File: src/rtl/grid_brush_stamp_isolate_macros.svh
// ---------------------------------------------------------------------------
// Assertion macros for the brush stamp block
// Each macro expands to a labeled concurrent assertion in simulation and to
// nothing when SYNTH is defined.
// ---------------------------------------------------------------------------
`ifndef GRID_BRUSH_STAMP_ISOLATE_MACROS_SVH
`define GRID_BRUSH_STAMP_ISOLATE_MACROS_SVH

`ifndef SYNTH
`define GBS_ASSERT_IMPLY(label, clk, rst, ante, cons, msg) \
   label: assert property (@(posedge clk) disable iff (rst) (ante) |-> (cons)) \
      else $error(msg);
`define GBS_ASSERT_NEXT(label, clk, rst, ante, cons, msg) \
   label: assert property (@(posedge clk) disable iff (rst) (ante) |=> (cons)) \
      else $error(msg);
`else
`define GBS_ASSERT_IMPLY(label, clk, rst, ante, cons, msg)
`define GBS_ASSERT_NEXT(label, clk, rst, ante, cons, msg)
`endif

`endif

File: src/rtl/gbs_pkg.sv
// ---------------------------------------------------------------------------
// gbs_pkg
// Shared types, constants and helpers of the brush stamp block.
// ---------------------------------------------------------------------------
package gbs_pkg;

   localparam int GRID_X = 64;
   localparam int GRID_Y = 64;
   localparam int COL_W  = $clog2(GRID_X);
   localparam int ROW_W  = $clog2(GRID_Y);
   localparam int WORD_W = 2 * GRID_Y;

   localparam logic [1:0] KIND_LIQUID   = 2'd0;
   localparam logic [1:0] KIND_SOLID    = 2'd1;
   localparam logic [1:0] KIND_ABSORBER = 2'd2;
   localparam logic [1:0] KIND_ISOLATED = 2'd3;

   localparam logic [1:0] CSR_RADIUS = 2'd0;
   localparam logic [1:0] CSR_SHAPE  = 2'd1;

   localparam logic OP_STAMP = 1'b0;
   localparam logic OP_READ  = 1'b1;

   typedef struct packed {
      logic       op;
      logic [5:0] x_pos;
      logic [5:0] y_pos;
      logic [1:0] cell_kind;
   } req_type;

   typedef struct packed {
      logic [1:0] read_kind;
      logic       done_res;
   } rsp_type;

   typedef struct packed {
      logic accept;
      logic mem_rd;
      logic rd_req;
      logic stamp_h;
      logic stamp_wr;
      logic sweep_sh;
      logic sweep_wr;
      logic cnt_stamp_init;
      logic cnt_sweep_init;
      logic cnt_inc;
      logic finish;
   } cmd_type;

   typedef struct packed {
      logic op_read;
      logic last_stamp;
      logic last_sweep;
      logic sweep_ready;
   } sts_type;

   // Column contents after reset: absorber border, liquid interior.
   function automatic logic [WORD_W-1:0] col_reset(input logic [COL_W-1:0] x);
      logic [WORD_W-1:0] w;
      w = '0;
      for (int y = 0; y < GRID_Y; y++) begin
         if (x == '0 || x == COL_W'(GRID_X - 1) || y == 0 || y == GRID_Y - 1) begin
            w[2*y +: 2] = KIND_ABSORBER;
         end else begin
            w[2*y +: 2] = KIND_LIQUID;
         end
      end
      return w;
   endfunction

endpackage

File: src/rtl/gbs_ctrl.sv
// ---------------------------------------------------------------------------
// gbs_ctrl
// Sequencer: read one cell, or stamp columns one by one, then sweep the interior columns.
// ---------------------------------------------------------------------------
`include "grid_brush_stamp_isolate_macros.svh"

module gbs_ctrl (
   input  logic             clock,
   input  logic             reset,
   input  logic             start,
   output logic             busy,
   input  gbs_pkg::sts_type sts,
   output gbs_pkg::cmd_type cmd
);

   typedef enum logic [7:0] {
      S_IDLE     = 8'b0000_0001,
      S_LAUNCH   = 8'b0000_0010,
      S_READ     = 8'b0000_0100,
      S_STAMP_RD = 8'b0000_1000,
      S_STAMP_WR = 8'b0001_0000,
      S_SWEEP_RD = 8'b0010_0000,
      S_SWEEP_SH = 8'b0100_0000,
      S_SWEEP_WR = 8'b1000_0000
   } state_type;

   state_type state_ff, state_in;

   assign busy = (state_ff != S_IDLE);

   always_comb begin
      state_in = state_ff;
      cmd      = '0;
      case (state_ff)
         S_IDLE: begin
            if (start) begin
               cmd.accept = 1'b1;
               state_in   = S_LAUNCH;
            end
         end
         S_LAUNCH: begin
            if (sts.op_read) begin
               cmd.mem_rd = 1'b1;
               cmd.rd_req = 1'b1;
               state_in   = S_READ;
            end else begin
               cmd.cnt_stamp_init = 1'b1;
               state_in           = S_STAMP_RD;
            end
         end
         S_READ: begin
            cmd.finish = 1'b1;
            state_in   = S_IDLE;
         end
         S_STAMP_RD: begin
            cmd.mem_rd  = 1'b1;
            cmd.stamp_h = 1'b1;
            state_in    = S_STAMP_WR;
         end
         S_STAMP_WR: begin
            cmd.stamp_wr = 1'b1;
            if (sts.last_stamp) begin
               cmd.cnt_sweep_init = 1'b1;
               state_in           = S_SWEEP_RD;
            end else begin
               cmd.cnt_inc = 1'b1;
               state_in    = S_STAMP_RD;
            end
         end
         S_SWEEP_RD: begin
            cmd.mem_rd = 1'b1;
            state_in   = S_SWEEP_SH;
         end
         S_SWEEP_SH: begin
            cmd.sweep_sh = 1'b1;
            if (sts.sweep_ready) begin
               state_in = S_SWEEP_WR;
            end else begin
               cmd.cnt_inc = 1'b1;
               state_in    = S_SWEEP_RD;
            end
         end
         S_SWEEP_WR: begin
            cmd.sweep_wr = 1'b1;
            if (sts.last_sweep) begin
               cmd.finish = 1'b1;
               state_in   = S_IDLE;
            end else begin
               cmd.cnt_inc = 1'b1;
               state_in    = S_SWEEP_RD;
            end
         end
         default: begin
            state_in = S_IDLE;
         end
      endcase
   end

   always_ff @(posedge clock) begin
      if (reset) begin
         state_ff <= S_IDLE;
      end else begin
         state_ff <= state_in;
      end
   end

   `GBS_ASSERT_NEXT(a_accept_launch, clock, reset, cmd.accept, state_ff == S_LAUNCH, "accept must launch")
   `GBS_ASSERT_IMPLY(a_sweep_window, clock, reset, cmd.sweep_wr, sts.sweep_ready, "sweep write without full window")
   `GBS_ASSERT_NEXT(a_finish_idle, clock, reset, cmd.finish, !busy, "finish must return to idle")

endmodule

File: config.mk
export PLATFORM = sky130hd
export DESIGN_NAME = gbs_ctrl
export DESIGN_NICKNAME = d
export VERILOG_FILES = /design/src/rtl/gbs_pkg.sv /design/src/rtl/gbs_ctrl.sv
export VERILOG_INCLUDE_DIRS = /design/src /design/src/rtl
export SDC_FILE = /design/constraint.sdc
export NUM_CORES = 1
export LEC_CHECK = 0
export ABC_AREA = 1
export ABC_CLOCK_PERIOD_IN_PS = 3100
export BUFFER_PORTS_ARGS = -buffer_cell sky130_fd_sc_hd__clkbuf_2
export CAP_MARGIN = 15
export CORE_AREA = 5 5 42 44
export DETAILED_ROUTE_END_ITERATION = 6
export DIE_AREA = 0 0 47 49
export PLACE_DENSITY = 0.77
export SLEW_MARGIN = 30
export SYNTH_ARGS = -nofsm -noshare
export SYNTH_HDL_FRONTEND = slang
export SYNTH_SLANG_ARGS = --single-unit
File: constraint.sdc
create_clock -name clock -period 3.1 [get_ports clock]
set_input_delay 0.93 -clock clock [delete_from_list [all_inputs] [get_ports clock]]
set_output_delay 0.93 -clock clock [all_outputs]
set_load 0.01 [all_outputs]
==> flow_summary.ini, run 1 <==
[drt]
wl_per_cell_um = 9.75
ant_nets = 0
vias_per_cell = 4.63
dr.pass1.iters = 1
totalWireLength_um = 1200
vias = 569
initialDrtViolationCount = 0
drc_errors = 0

[synthesis]
synth_nets = 94
synth.avg_cell_area_um2 = 6.89
synth.distinct_cells = 20
synth_seq_area_share_pct = 26.7
synth_warnings = 0
postSynth.asyncResetShare_pct = 0
synthFlopType = dfxtp_1
synthesis.instances = 87
synth-seq-cells = 8
synth_edf_count = 0
synth_area_um2 = 599

[timing]
hold_viol = 0
setup_viol = 0
finalClockSkew_ns = 0.00365
maxSlewViolCount = 0
timing.final.crit_share_pct = 79.3
min_period_ns = 2.46
worstMarginPinSlew_ns = 0.184
timing.final.ws_setup_ns = 0.642
hold_slack_ns = 0.521
rsz0062_at_grt = false
fin_tns_setup_ns = 0
slew_headroom_pct = 87.7
max_freq_mhz = 407

[cts]
numCtsBuffers = 3
clk_pin_slew_ns = 0.05
cts_sinks = 8
cts_tree = built
cts_max_level = 1
root_buffer = clkbuf_4
clockBufferDepth = 2
clk_latency_ns = 0.25
cts_resized = 0
cts_setup_buffers = 0
ctsHoldBuffers = 0

[worst_setup_path]
arrival_ns = 1.53
regToRegSetupSlack_ns = 2.02
cp_slowest_cell = or2_1
cp-start-kind = primary input
reg2reg_depth = 8
crit_type = primary input to primary output
critPathBufInv = 3
crit_required_ns = 2.17
critPathCaptureType = primary output
rr_startpoint = state_ff[5]
critPathMaxStageDelay_ns = 0.21
path_common_cell = clkbuf_2
cp_max_fo = 3
path_cells = clkbuf_2 > inv_1 > nor2_4 > or2_1 > clkbuf_2
rr_endpoint = state_ff[0]
crit_family = buffers and inverters

[floorplan]
die_h_um = 49
coreArea_mm2 = 0.00140
dieWidth_um = 47
pin_count = 19
die_area_mm2 = 0.00230
row_count = 14
start_util_pct = 42.8

[placed_design]
io_buffers = 18
dp_slack_ns = 0.640
place_congestion = 0.789
dpl.hpwl_um = 1050
place_area_um2 = 702

[cells_and_area]
mostFrequentLayoutCells = clkbuf_2 (18), nand2_1 (15), inv_1 (13)
top_register = state_ff
layout.nets = 116
final_util_pct = 51.7
drive_gt1_share_pct = 47.7
largest_reg_flops = 8
design_area_um2 = 724
largestRegisters = state_ff (8)
final_common_cell = clkbuf_2
insertedDiodeCount = 0
fillCellCount = 135
area_growth_pct = 20.9

[grt]
grt_pass1_vias = 555
grt_max_degree = 8
grt_pass1_wl_um = 2190
grt_overflow = 0
grt_antenna_before_repair = 0
grtUsageTotal_pct = 12.5

[run_status]
status = finished, final reports clean

[pwr]
p_leak_nw = 0.411
p_per_area_mw_per_mm2 = 335
peakVddDrop_mv = 0.247

[worst_hold_path]
hp-start = state_ff[1]
min_path_type = register to register
hold_end = state_ff[1]
worstHoldPathCells = 2

[flow_run]
cap_violations = 0
## per-stage QoR
step	cells	total power (W)
3_3_place_gp	120	0.000168
4_1_cts	123	0.000245
6_report	123	0.000243
3_5_place_dp	120	0.000169
5_1_grt	123	0.000260
2_1_floorplan	87	0.000152
## logic make-up after synthesis
group                  Yosys count  synth area share, %
AOI/OAI and AO/OA                5                 6.68
and+or+nand+nor                 52                 52.2
buffers and inverters           22                 14.4
DFF                              8                 26.7
## Yosys cell counts (3+ instances only)
library cell,n,area (µm²)
nand2_1,15,56.3
inv_1,13,48.8
nor2_1,10,37.5
dfxtp_1,8,160
inv_2,8,30.0
nand2_2,7,43.8
nand3_1,5,25.0
nand2_4,4,45.0
nor2_4,4,45.0
nor2_2,3,18.8
## worst max path at each step
stage            from  cells past startpoint  endpoint  slack (ns)
6_report       sts[3]                      5    cmd[9]        0.64
5_1_grt        sts[3]                      5    cmd[9]        0.58
4_1_cts        sts[3]                      5    cmd[9]        0.64
3_5_place_dp   sts[3]                      5    cmd[9]        0.64
3_3_place_gp   sts[3]                      5    cmd[9]        0.68
2_1_floorplan  sts[3]                      3    cmd[9]        0.89
## worst min-delay path, stage by stage, from the launching register on
cell	delay, ns
dfxtp_1	0.31
inv_2	0.08
a211oi_1	0.07
## cell type report
class	count	area (µm²)	area share (%)
tap	16	20.0	2.76
inverter	21	78.8	10.9
clock buffer	3	22.5	3.11
multi-input combinational	57	353	48.7
timing repair buffer	18	90.1	12.4
sequential	8	160	22.1
## where the power goes
group | internal [W] | leakage, nW | total, W | switching [W]
logic | 0.0000206 | 0.333 | 0.0000581 | 0.0000375
clock network | 0.0000440 | 0.0138 | 0.0000756 | 0.0000315
registers | 0.000107 | 0.0649 | 0.000109 | 0.00000218
total | 0.000172 | 0.411 | 0.000243 | 0.0000713
## routing by layer
metal  up-vias  global-route usage, %  wire (µm)
li1        299                      -          -
met1       252                   13.6        510
met2        16                   21.5        585
met3         2                   3.32         92
met4         0                   5.53         10
met5         -                      0          0
No activity file was read; power rests on OpenSTA's default activity.
==> inputs of run 2 (changes only) <==
Settings changed: ABC_CLOCK_PERIOD_IN_PS 3100 to 2200, CORE_AREA 5 5 42 44 to not set, CORE_MARGIN set to 5, CORE_UTILIZATION set to 43, DIE_AREA 0 0 47 49 to not set.
Clock period 3.1 ns to 2.2 ns, I/O delays scaled along.
==> flow_summary.ini, run 2 (synthesized netlist as in run 1, its figures left out) <==
[run_status]
status = finished, final reports clean

[grt]
grt_max_degree = 8
grt_pass1_wl_um = 1920
grt_antenna_before_repair = 0
grtUsageTotal_pct = 11.9
grt_overflow = 0
grt_pass1_vias = 493

[cells_and_area]
largest_reg_flops = 8
area_growth_pct = 20.7
fillCellCount = 125
insertedDiodeCount = 0
drive_gt1_share_pct = 47.7
top_register = state_ff
layout.nets = 116
mostFrequentLayoutCells = clkbuf_2 (18), nand2_1 (15), inv_1 (13)
design_area_um2 = 723
largestRegisters = state_ff (8)
final_common_cell = clkbuf_2

[placed_design]
io_buffers = 18
dpl.hpwl_um = 991
dp_slack_ns = 0.298
place_congestion = 0.763
place_area_um2 = 701

[cts]
cts_resized = 0
cts_sinks = 8
cts_tree = built
clk_latency_ns = 0.24
ctsHoldBuffers = 0
cts_setup_buffers = 0
clockBufferDepth = 2
root_buffer = clkbuf_4
clk_pin_slew_ns = 0.05
numCtsBuffers = 3
cts_max_level = 1

[timing]
slew_headroom_pct = 88.5
timing.final.ws_setup_ns = 0.193
fin_tns_setup_ns = 0
finalClockSkew_ns = 0.00179
max_freq_mhz = 498
rsz0062_at_grt = false
timing.final.crit_share_pct = 91.2
maxSlewViolCount = 0
worstMarginPinSlew_ns = 0.172
setup_viol = 0
hold_viol = 0
min_period_ns = 2.01

[worst_setup_path]
cp-start-kind = register
crit_type = register to primary output
path_cells = inv_2 > nand2_4 > nor2_8 > nand2_1 > nand2_1 > or2_1 > clkbuf_2
critPathMaxStageDelay_ns = 0.36
regToRegSetupSlack_ns = 1.11
crit_family = simple AND/OR/NAND/NOR gates
critPathBufInv = 2
critPathCaptureType = primary output
cp_max_fo = 5
arrival_ns = 1.35
crit_required_ns = 1.54
path_common_cell = nand2_1
cp_slowest_cell = dfxtp_1

[floorplan]
dieWidth_um = 47.3
die_h_um = 47.3
die_area_mm2 = 0.00224
coreArea_mm2 = 0.00132
pin_count = 19
row_count = 13
start_util_pct = 45.5

[drt]
wl_met2_um = 527
wl_per_cell_um = 9.27
dr.pass1.iters = 2
totalWireLength_um = 1130
ant_nets = 0
initialDrtViolationCount = 1
wl_met1_um = 542
routed.top_layer = met3
vias_per_cell = 4.43
met3WireLength_um = 61
drc_errors = 0
vias = 540

[pwr]
p_leak_nw = 0.411
switchingPower_w = 0.0000991
p_int_w = 0.000242
clkPwrFrac_pct = 31.3
power_frac_seq_pct = 45.1
peakVddDrop_mv = 0.296
p_per_area_mw_per_mm2 = 471
combPwrFrac_pct = 23.6
switching_share_pct = 29.1

[worst_hold_path]
min_path_type = register to register

[flow_run]
cap_violations = 0
## run 2: power groups by stage
stage / clock network, W / logic (W) / registers (W)
global route: 0.000115 / 0.0000895 / 0.000154
detailed placement: 0 / 0.0000806 / 0.000157
finish: 0.000107 / 0.0000804 / 0.000154
CTS: 0.000109 / 0.0000807 / 0.000154
floorplan: 0 / 0.0000580 / 0.000156
global placement: 0 / 0.0000794 / 0.000157
## run 2: per-layer routing
| layer | track usage [%] | up-vias |
|---|---|---|
| li1 | - | 296 |
| met1 | 16.1 | 230 |
| met2 | 19.3 | 14 |
| met3 | 0 | 0 |
| met4 | 6.63 | 0 |
| met5 | 0 | - |
## run 2: worst paths after layout
kind / cells past startpoint / to / from
setup / recovery: 7 / cmd[9] / state_ff[7]
hold / removal: 2 / state_ff[1] / state_ff[1]
setup reg to reg: 8 / state_ff[0] / state_ff[7]
hold reg to reg: 2 / state_ff[1] / state_ff[1]
## run 2: per-stage QoR
step                      instances  util, %  total power [W]  hold WS, ns
final                           122     54.9         0.000341        0.508
after global routing            122     54.9         0.000358        0.549
after CTS                       122     54.9         0.000344        0.511
after detailed placement        119     53.2         0.000237        0.505
after global placement          119     53.2         0.000236        0.499
after floorplan                  87        -         0.000214        0.473
## run 2: layout make-up
type                            count  area, µm²  share of cell area [%]
Sequential cell                     8        160                    22.1
Clock buffer                        3       22.5                    3.11
Inverter                           21       78.8                    10.9
Tap cell                           15       18.8                    2.60
Multi-Input combinational cell     57        353                    48.8
Timing Repair Buffer               18       90.1                    12.5
## run 2: worst reg2reg max path, cell delays in order (launching register included)
cell and delay, ns:
dfxtp_1 0.32, inv_2 0.08, nand2_4 0.07, nor2_8 0.15, nand2_1 0.11, nand2_1 0.09, nor2_1 0.05, nand2_1 0.05
nand3_1 0.06
==> inputs of run 3 (changes only) <==
Settings changed: CORE_MARGIN 5 to not set.
==> flow_summary.ini, run 3 (synthesized netlist as in run 1, its figures left out) <==
[placed_design]
place_congestion = 0.733
dp.cells = 119
place_area_um2 = 701
dpl.hpwl_um = 964
io_buffers = 18

[cts]
numCtsBuffers = 3
ctsHoldBuffers = 0
cts_tree = built
clk_pin_slew_ns = 0.05
clockBufferDepth = 2
root_buffer = clkbuf_4
cts_sinks = 8
clk_latency_ns = 0.24
cts_resized = 0
cts_setup_buffers = 0
cts_max_level = 1

[cells_and_area]
largest_reg_flops = 8
design_area_um2 = 723
top_register = state_ff
drive_gt1_share_pct = 47.7
largestRegisters = state_ff (8)
layout.nets = 116
mostFrequentLayoutCells = clkbuf_2 (18), nand2_1 (15), inv_1 (13)
multi_input_area_um2 = 353
seqCellArea_um2 = 160
area_growth_pct = 20.7
insertedDiodeCount = 0
final_common_cell = clkbuf_2
fillCellCount = 136
stdcell_count = 122

[pwr]
p_leak_nw = 0.411
p_per_area_mw_per_mm2 = 470
peakVddDrop_mv = 0.293

[worst_setup_path]
reg2reg_depth = 8
crit_required_ns = 1.54
rr_endpoint = state_ff[0]
rr_startpoint = state_ff[5]
critPathCaptureType = primary output
cp_max_fo = 5
crit_type = register to primary output
cp-start-kind = register
regToRegSetupSlack_ns = 1.09
arrival_ns = 1.38

[floorplan]
die_h_um = 39.3
row_count = 13
pin_count = 19
die_area_mm2 = 0.00155
dieWidth_um = 39.3
coreArea_mm2 = 0.00130
start_util_pct = 46.1

[grt]
grt_max_degree = 8
grt_overflow = 0
grt_antenna_before_repair = 0
grt_pass1_wl_um = 1810
grt_pass1_vias = 447
grtUsageTotal_pct = 17.2

[flow_run]
cap_violations = 0

[timing]
timing.final.crit_share_pct = 92.7
hold_viol = 0
setup_viol = 0
max_freq_mhz = 491
worstMarginPinSlew_ns = 0.164
fin_tns_setup_ns = 0
finalClockSkew_ns = 0.00477
min_period_ns = 2.04
slew_headroom_pct = 89.0
maxSlewViolCount = 0
rsz0062_at_grt = false
hold_slack_ns = 0.517

[drt]
ant_nets = 0
drc_errors = 0
vias = 562
wl_per_cell_um = 8.97
initialDrtViolationCount = 12
vias_per_cell = 4.61
totalWireLength_um = 1090
dr.pass1.iters = 4

[run_status]
status = finished, final reports clean

[worst_hold_path]
hold_end = state_ff[1]
hp-start = state_ff[1]
min_path_type = register to register
worstHoldPathCells = 2
[run 3: metal layers]
| layer | vias up | wire, µm | global-route usage, % |
|---|---|---|---|
| met1 | 239 | 501 | 21.4 |
| met4 | 0 | 15 | 10.3 |
| li1 | 299 | - | - |
| met2 | 22 | 516 | 28.3 |
| met3 | 2 | 60 | 1.70 |
| met5 | - | 0 | 0 |
[run 3: worst max path at each step]
stage | from | endpoint
3_3_place_gp | sts[3] | cmd[9]
3_5_place_dp | sts[3] | cmd[9]
4_1_cts | state_ff[7] | cmd[9]
6_report | state_ff[7] | cmd[9]
2_1_floorplan | sts[3] | cmd[9]
5_1_grt | state_ff[1] | cmd[9]
[run 3: worst max-delay path: stages, from the launching register on]
cell and delay [ns]:
dfxtp_1 0.37, inv_2 0.06, nand2_4 0.09, nor2_8 0.06
nand2_1 0.10, nand2_1 0.09, or2_1 0.24, clkbuf_2 0.13
[run 3: final cells by class]
cell class	instances	share of cell area [%]
Inverter	21	10.9
Multi-Input combinational cell	57	48.8
Timing Repair Buffer	18	12.5
Sequential cell	8	22.1
Tap cell	15	2.60
Clock buffer	3	3.11
[run 3: per-stage QoR]
step | util [%] | power, W | setup WS [ns]
2_1_floorplan | - | 0.000214 | 0.527
4_1_cts | 55.6 | 0.000346 | 0.133
3_3_place_gp | 53.8 | 0.000236 | 0.320
5_1_grt | 55.6 | 0.000364 | 0.0683
3_5_place_dp | 53.8 | 0.000238 | 0.300
6_report | 55.6 | 0.000340 | 0.162
[run 3: where the power goes]
part	internal, W	switching (W)
clock network	0.0000620	0.0000438
registers	0.000151	0.00000313
logic	0.0000290	0.0000514
total	0.000242	0.0000983
